## src/hw/rtl/frame_credit_latency_monitor_top_macros.svh

```systemverilog
// ----------------------------------------------------------------------------
// Assertion macros for the frame credit latency monitor
// Concurrent checks that are clocked by i_clk and are quiet while reset is low.
// ----------------------------------------------------------------------------
`ifndef FRAME_CREDIT_LATENCY_MONITOR_TOP_MACROS_SVH
`define FRAME_CREDIT_LATENCY_MONITOR_TOP_MACROS_SVH

// The property must hold at every clock edge outside reset.
`define FCLM_ASSERT(lbl, prop, msg) \
    lbl: assert property (@(posedge i_clk) disable iff (!i_rst_n) (prop)) else $error(msg);

// When the trigger holds, the consequence must hold in the next cycle.
`define FCLM_ASSERT_NEXT(lbl, trig, cons, msg) \
    lbl: assert property (@(posedge i_clk) disable iff (!i_rst_n) (trig) |=> (cons)) \
        else $error(msg);

`endif

```

## src/hw/rtl/fclm_div.sv

```systemverilog
`timescale 1ns / 1ps
`default_nettype none
// ----------------------------------------------------------------------------
// fclm_div
// Restoring unsigned divider that produces one quotient bit per cycle.
// ----------------------------------------------------------------------------
module fclm_div #(
    parameter int DVD_W = 53,
    parameter int DVS_W = 5
) (
    input  wire logic             i_clk,
    input  wire logic             i_rst_n,
    input  wire logic             i_start,
    input  wire logic [DVD_W-1:0] i_dividend,
    input  wire logic [DVS_W-1:0] i_divisor,
    output logic                  o_done,
    output logic [DVD_W-1:0]      o_quotient
);

    localparam int CNT_W = $clog2(DVD_W + 1);

    logic             r_busy;
    logic             r_done;
    logic [CNT_W-1:0] r_cnt;
    logic [DVS_W-1:0] r_rem;
    logic [DVD_W-1:0] r_quo;
    logic [DVS_W-1:0] r_dvs;

    logic [DVS_W:0]   trial;
    logic             take;
    logic [DVS_W:0]   diff;

    // One restoring step: shift in the next dividend bit and try to subtract.
    always_comb begin
        trial = {r_rem, r_quo[DVD_W-1]};
        take  = (trial >= {1'b0, r_dvs});
        diff  = trial - {1'b0, r_dvs};
    end

    // Control of the iteration.
    always_ff @(posedge i_clk) begin
        if (!i_rst_n) begin
            r_busy <= 1'b0;
            r_done <= 1'b0;
            r_cnt  <= '0;
        end else begin
            r_done <= 1'b0;
            if (i_start) begin
                r_busy <= 1'b1;
                r_cnt  <= CNT_W'(DVD_W);
            end else if (r_busy) begin
                r_cnt <= r_cnt - 1'b1;
                if (r_cnt == CNT_W'(1)) begin
                    r_busy <= 1'b0;
                    r_done <= 1'b1;
                end
            end
        end
    end

    // Partial remainder and quotient shift register.
    always_ff @(posedge i_clk) begin
        if (i_start) begin
            r_rem <= '0;
            r_quo <= i_dividend;
            r_dvs <= i_divisor;
        end else if (r_busy) begin
            r_rem <= take ? diff[DVS_W-1:0] : trial[DVS_W-1:0];
            r_quo <= {r_quo[DVD_W-2:0], take};
        end
    end

    assign o_done     = r_done;
    assign o_quotient = r_quo;

endmodule
`default_nettype wire

```

## config.mk

```make
export PLATFORM = sky130hd
export DESIGN_NAME = fclm_div
export DESIGN_NICKNAME = d
export VERILOG_FILES = /design/src/hw/rtl/frame_credit_latency_monitor_top_macros.svh /design/src/hw/rtl/fclm_div.sv
export SDC_FILE = /design/constraint.sdc
export NUM_CORES = 1
export LEC_CHECK = 0
export ABC_AREA = 0
export BUFFER_PORTS_ARGS = -buffer_cell sky130_fd_sc_hd__buf_2
export CAP_MARGIN = 10
export CORE_MARGIN = 5
export CORE_UTILIZATION = 50
export DETAILED_ROUTE_END_ITERATION = 8
export PLACE_DENSITY = 0.81
export SETUP_SLACK_MARGIN = 0.15
export SLEW_MARGIN = 20
export SYNTH_ARGS = -nofsm -noshare
export SYNTH_HDL_FRONTEND = slang
export SYNTH_SLANG_ARGS = --single-unit
```

## constraint.sdc

```tcl
create_clock -name i_clk -period 3.85 [get_ports i_clk]
set_input_delay 0.77 -clock i_clk [delete_from_list [all_inputs] [get_ports i_clk]]
set_output_delay 0.77 -clock i_clk [all_outputs]
set_load 0.02 [all_outputs]
```

# == Yosys cells after proc, flatten, opt, wreduce, memory -nomap -nowiden ==
# Cells that the tools add are included.
# totals
ff_bits,71
in_bits,61
output_inout_bits,54
word_cells,25
# classes
n_addsub,2
n_lt_le_gt_ge,1
eq_ne,1
mux,9
n_bitwise,2
n_reduce_logical,3
# op_table
cell,n
$mux W53,2
$mux W6,2
$eq A6 B1 Y1 const B,1
$ge A6 B5 Y1,1
$sub A6 B1 Y6 const B,1
$mux W5,1
$sub A5 B5 Y5,1
$mux W1,4
$reduce_or A3 Y1,1
$not A1 Y1,2
$reduce_bool A2 Y1,1
$reduce_or A2 Y1,1

# == Logic depth before layout (Yosys ltp) ==
# Gate-level depths: netlist (run 1).
# depth
ltp_word,4
depth_mapped,8
mapped_depth_nobuf,8

# == Least setup slack after synthesis (run 1) ==
# OpenSTA, ideal clock, no wires.
# synth_timing
path_kind,input -> register
startpoint,input i_start
endpoint,"register r_quo[0] (netlist: o_quotient[0]), enable pin"
setup_ns,0.617
t_arrival_ns,2.019
required_time_ns,3.233
setup_slack_ns,1.215
path_stages,3
n_path_buf,1
path_cell_list,inv_1 -> clkbuf_1 -> nand2_1
# synth_via
elab_chain_len,1
# synth_lines
element,line,text
start: declaration,fclm_div.sv:13,"input wire logic i_start,"
$reduce_bool A2 Y1 (no source line),n/a,
end signal: assignment,fclm_div.sv:65,r_quo <= i_dividend;
end signal: assignment,fclm_div.sv:69,"r_quo <= {r_quo[DVD_W-2:0], take};"
end: declaration,fclm_div.sv:26,logic [DVD_W-1:0] r_quo;
# No other way between the ends.
# A chain may end at the register's enable or synchronous reset.

# == Final worst setup path (run 1) ==
# layout_timing
startpoint,register r_quo[52] (netlist: o_quotient[52])
endpoint,register r_rem[2]
# layout_via
elab_chain_len,2
elab_cells_between_ends,3
classes_between,1 x add/sub; 1 x order compare; 1 x mux
# layout_lines
element,line,text
$sub A5 B5 Y5 or $ge A6 B5 Y1 (tied branches),"fclm_div.sv:37, fclm_div.sv:36",
$mux W5 (*),fclm_div.sv:68,r_rem <= take ? diff[DVS_W-1:0] : trial[DVS_W-1:0];
end signal: assignment,fclm_div.sv:68,
end: declaration,fclm_div.sv:25,logic [DVS_W-1:0] r_rem;
# Mark *: on every way between the ends. The rest lies on a longest branch, timed or not.

==> results.txt, run 1 <==
DR iter-0 viols: 83
Skew-Pair Late Insertion Delay: 340 ps
Antenna violations before repair: 0
Post-CTS sizing: 0
Die width: 89.7 um
Ant. Diodes: 0
Fill count: 512
Total Wirelength: 6460 um
Average routed wire per standard cell: 15.7 um
Largest net degree at the start of global routing: 62
Seq/Total Area, Yosys: 0.631
Number of max-cap violations: 0
Syn Nets: 281
Crit end category: flop
Synth async-reset ratio: 0
RSZ-0062 raised after global routing: no
Placed Instance Area: 3820 um^2
CP arrival: 2530 ps
First-pass GRT wire length: 9830 um
Post-synthesis instance area: 3170 um^2
Slew Limit Fails: 0
Final setup violation count: 0
Area of the multi-input gates: 1090 um^2
CTS tree: yes
Most frequent cells in the layout: buf_2, edfxtp_1, mux2_2
Yosys top cell area share: 0.549
GRT overflow: 0
Cell Pwr Density: 470 nW/um^2
Worst-path maximum fanout: 3
Via/cell ratio: 5.19
Num CTS Buffers: 9
# rows: 29
Number of port buffers: 114
Setup total negative slack: 0 ps
Static Leakage: 1.70 nW
Syn avg cell area: 15.0 um^2
Worst Skew: 11.8 ps
Remaining antenna violation count: 0
Setup Buffers After CTS: 0
Via Count: 2139
Synth Register Bits: 71
EDFF count, synth: 58
Fin area: 4010 um^2
Crit path time final: 2290 ps
Cells after synthesis: 212
Largest cells by area after synthesis: edfxtp_1, mux2_2, dfxtp_1, ha_1, xnor2_1
Vias in the first global route: 2112
Core Footprint: 6280 um^2
Top FF cell, synth: edfxtp_1
Die area: 8040 um^2
Status: complete, no violations
Crit path kind: flop to flop
Hold Path Class: flop to flop
CTS root buffer: clkbuf_8
CTS H-tree lvls: 3
Yosys warns: 0
Overall Global Routing Usage: 0.164
Routability cong.: 0.872
Synthesis-to-finish area growth: 26.3%
Post-route DRC: 0
Top cell type by total area after synthesis: edfxtp_1
Max IR drop VDD: 0.274 mV
Startpoint class of the critical path: flop
HPWL Detailed: 4550 um
Die H: 89.7 um
Max Freq: 437 MHz
Worst-margin pin slew: 747 ps
Initial Util: 0.505
Max Buffers Root-to-Sink: 2
Critical Path Start: o_quotient[52]
Hold Vio Cnt, Final: 0
Layout cell share with drive strength beyond 1: 0.558
Final Cycle Share: 0.594
CTS sink count: 71
DRT Pass-1 Iters: 4
Hold_sp: r_cnt[1]
Register Area: 2000 um^2
CP Data Required Time: 4090 ps
IO Pins: 115
Slew headroom: 0.502
Clock-pin slew on the worst setup and hold paths: 80 ps
Commonest non-fill, non-tap cell in the layout: buf_2
Worst r2r src: o_quotient[52]
Cts hold-fix bufs: 0
Netlist cell types: 33
Nets@finish: 399
-- metal layers --
layer  track usage  vias up  routed length (um)
li1              -     1040                   -
met1         0.209      995                2750
met2         0.248       90                2980
met3        0.0493       14                 576
met4        0.0934        0                 157
met5             0        -                   0
-- worst paths after layout --
path	slack [ps]	end	cells past startpoint
min	530	r_cnt[1]	2
max	1560	r_rem[2]	8
min reg2reg	530	r_cnt[1]	2
max reg2reg	1560	r_rem[2]	8
-- sequential cells by signal (all words and copies together), names as in the netlist --
signal	cells
r_cnt	6
o_quotient	53
r_busy	1
r_rem	5
r_dvs	5
o_done	1
-- critical path, stage by stage (launching register included) --
cell,delay [ps]
edfxtp_1,390
inv_1,90
ha_1,170
inv_1,60
fa_1,420
a211o_1,290
o211a_1,140
or4_1,530
o311ai_1,110
-- stage by stage --
stage	hold WS (ps)	utilization	setup slack [ps]	instances	total power (W)
final	531	0.638	1560	412	0.00188
after global routing	572	0.638	1480	412	0.00197
after detailed placement	526	0.608	1480	396	0.00134
after global placement	492	0.608	1500	396	0.00133
after floorplan	477	-	1210	212	0.00121
after CTS	536	0.638	1560	412	0.00190
-- layout make-up --
cell class | instances | share of cell area
Multi-Input combinational cell | 122 | 0.273
Clock buffer | 12 | 0.0415
Timing Repair Buffer | 116 | 0.146
Clock inverter | 4 | 0.00624
Sequential cell | 71 | 0.500
Tap cell | 77 | 0.0240
Inverter | 10 | 0.00937
-- report_power, final --
part / leakage, nW / switching, W / internal, W
sequential: 0.689 / 0.0000445 / 0.000926
combinational: 0.917 / 0.000197 / 0.000151
clock: 0.0984 / 0.000275 / 0.000291
total: 1.70 / 0.000517 / 0.00137
-- cells by family (layout without fill, tap and decap cells) --
kind of cell,count (synthesis),in the layout,synth area share
compound gates,26,26,0.0588
xor+xnor,7,7,0.0193
fa+ha+maj,8,8,0.0339
buf+inv,19,142,0.0248
flops,71,71,0.631
mux,52,52,0.185
simple gates,29,29,0.0477
-- synthesized netlist by cell type, drive strengths merged (2+ instances only) --
library cell / instances
and3: 2
nand3: 3
o21ai: 2
nor2b: 2
edfxtp: 58
dfxtp: 13
a21boi: 4
nand2: 8
mux2: 52
a311oi: 2
nor2: 8
nor3: 2
a21oi: 6
a211o: 3
xnor2: 5
ha: 7
a211oi: 3
clkbuf: 3
inv: 10
buf: 6
xor2: 2
No activity file was read; power rests on OpenSTA's default activity.
==> run 2: changes to the inputs <==
--- a/config.mk
+++ b/config.mk
@@ -9,9 +9,9 @@
 export BUFFER_PORTS_ARGS = -buffer_cell sky130_fd_sc_hd__buf_2
 export CAP_MARGIN = 10
 export CORE_MARGIN = 5
-export CORE_UTILIZATION = 50
+export CORE_UTILIZATION = 49
 export DETAILED_ROUTE_END_ITERATION = 8
-export PLACE_DENSITY = 0.81
+export PLACE_DENSITY = 0.79
 export SETUP_SLACK_MARGIN = 0.15
 export SLEW_MARGIN = 20
 export SYNTH_ARGS = -nofsm -noshare
==> constraint.sdc (replaced) <==
create_clock -name i_clk -period 2.2 [get_ports i_clk]
set_input_delay 0.44 -clock i_clk [delete_from_list [all_inputs] [get_ports i_clk]]
set_output_delay 0.44 -clock i_clk [all_outputs]
set_load 0.02 [all_outputs]
==> results.txt, run 2 (synthesis gave the netlist of run 1 again) <==
Status: complete, no violations (unchanged)
Static Leakage: 1.73 nW (was 1.70 nW)
Number of port buffers: 114 (unchanged)
Via Count: 2163 (was 2139)
CTS sink count: 71 (unchanged)
Hold Vio Cnt, Final: 0 (unchanged)
Synthesis-to-finish area growth: 28.4% (was 26.3%)
Worst-path maximum fanout: 3 (unchanged)
Fill count: 490 (was 512)
Initial Util: 0.503 (was 0.505)
Slew Limit Fails: 0 (unchanged)
First-pass GRT wire length: 11000 um (was 9830 um)
DRT Pass-1 Iters: 4 (unchanged)
Max IR drop VDD: 0.612 mV (was 0.274 mV)
Remaining antenna violation count: 0 (unchanged)
Vias in the first global route: 2222 (was 2112)
Total Wirelength: 6780 um (was 6460 um)
Startpoint class of the critical path: flop (unchanged)
Final Cycle Share: 0.935 (was 0.594)
Ant. Diodes: 0 (unchanged)
CP Data Required Time: 2420 ps (was 4090 ps)
CTS tree: yes (unchanged)
CTS root buffer: clkbuf_8 (unchanged)
Placed cell count: 400 (was 396)
IO Pins: 115 (unchanged)
Die area: 8180 um^2 (was 8040 um^2)
R2r setup slk: 140 ps (was 1560 ps)
HPWL Detailed: 4940 um (was 4550 um)
Finished Layout Cells: 419 (was 412)
Crit path kind: flop to flop (unchanged)
Final setup violation count: 0 (unchanged)
Antenna violations before repair: 0 (unchanged)
Via/cell ratio: 5.16 (was 5.19)
RSZ-0062 raised after global routing: yes (was no)
Worst Skew: 10.0 ps (was 11.8 ps)
Crit path time final: 2060 ps (was 2290 ps)
Post-route DRC: 0 (unchanged)
Layout cell share with drive strength beyond 1: 0.582 (was 0.558)
Slew headroom: 0.722 (was 0.502)
Average routed wire per standard cell: 16.2 um (was 15.7 um)
Num CTS Buffers: 9 (unchanged)
Worst-margin pin slew: 415 ps (was 747 ps)
Cell Pwr Density: 794 nW/um^2 (was 470 nW/um^2)
Util after Layout: 0.645 (was 0.638)
Crit end category: flop (unchanged)
Max Buffers Root-to-Sink: 2 (unchanged)
Routability cong.: 0.844 (was 0.872)
Clock-pin slew on the worst setup and hold paths: 70 ps (was 80 ps)
DR iter-0 viols: 66 (was 83)
CP arrival: 2280 ps (was 2530 ps)
Die width: 90.5 um (was 89.7 um)
Number of max-cap violations: 0 (unchanged)
CTS H-tree lvls: 3 (unchanged)
Max Freq: 486 MHz (was 437 MHz)
Commonest non-fill, non-tap cell in the layout: buf_2 (unchanged)
Skew-Pair Late Insertion Delay: 330 ps (was 340 ps)
Most frequent cells in the layout: buf_2, edfxtp_1, mux2_2 (unchanged)
Hold_ws: 293 ps (was 531 ps)
Die H: 90.5 um (was 89.7 um)
Hold Path Class: primary input to flop (was flop to flop)
GRT overflow: 0 (unchanged)
Largest net degree at the start of global routing: 40 (was 62)
Nets@finish: 406 (was 399)
Setup total negative slack: 0 ps (unchanged)
Max reg flops: 53 (unchanged)
Core Footprint: 6310 um^2 (was 6280 um^2)
# rows: 29 (unchanged)
Overall Global Routing Usage: 0.169 (was 0.164)
==> run 2: cell type report <==
class	instances	area, um^2	share of cell area
flip-flops and latches	71	2000	0.492
inverters	10	37.5	0.00922
multi-input cells	122	1120	0.275
clock buffers	12	145	0.0356
clock inverters	4	22.5	0.00553
repair buffers	123	651	0.160
well taps	77	96.3	0.0237
==> run 2: power breakdown <==
group	total, W	internal, W	leakage (nW)	switching (W)
clock	0.000887	0.000435	0.0861	0.000452
sequential	0.00169	0.00162	0.689	0.0000729
combinational	0.000653	0.000289	0.955	0.000365
total	0.00323	0.00234	1.73	0.000890
==> run 2: worst max-delay path, stage by stage (launching register included) <==
cell,delay [ps]
edfxtp_1,410
inv_2,100
ha_4,130
inv_2,30
fa_2,360
a211o_1,270
o211a_1,140
or4_1,410
o311ai_1,90
==> run 2: stage by stage <==
stage	setup slack [ps]	total power, W	instance area (um^2)
after floorplan	18.0	0.00212	3180
after global placement	115	0.00234	3860
after detailed placement	25.1	0.00236	3860
after CTS	89.8	0.00326	4050
after global routing	89.6	0.00341	4070
final	144	0.00323	4070
==> run 2: worst paths after layout <==
kind | start | to | depth (start not counted)
max | o_quotient[52] | r_rem[2] | 8
min reg2reg | r_cnt[1] | r_cnt[1] | 2
min | i_divisor[4] | r_dvs[4] | 1
max reg2reg | o_quotient[52] | r_rem[2] | 8
==> run 2: what timing repair did <==
item,in CTS,in global routing
gates cloned,0,0
gates resized for setup,2,4
pin swaps,4,1
setup buffers,2,1
hold buffers,0,0
endpoints found under the setup margin,2,6
==> run 2: routing by layer <==
layer	track usage	part of all wire	wire, um
met5	0	0	0
met4	0.0546	0.0068	46
met3	0.0783	0.080	540
met2	0.268	0.50	3380
met1	0.203	0.41	2810
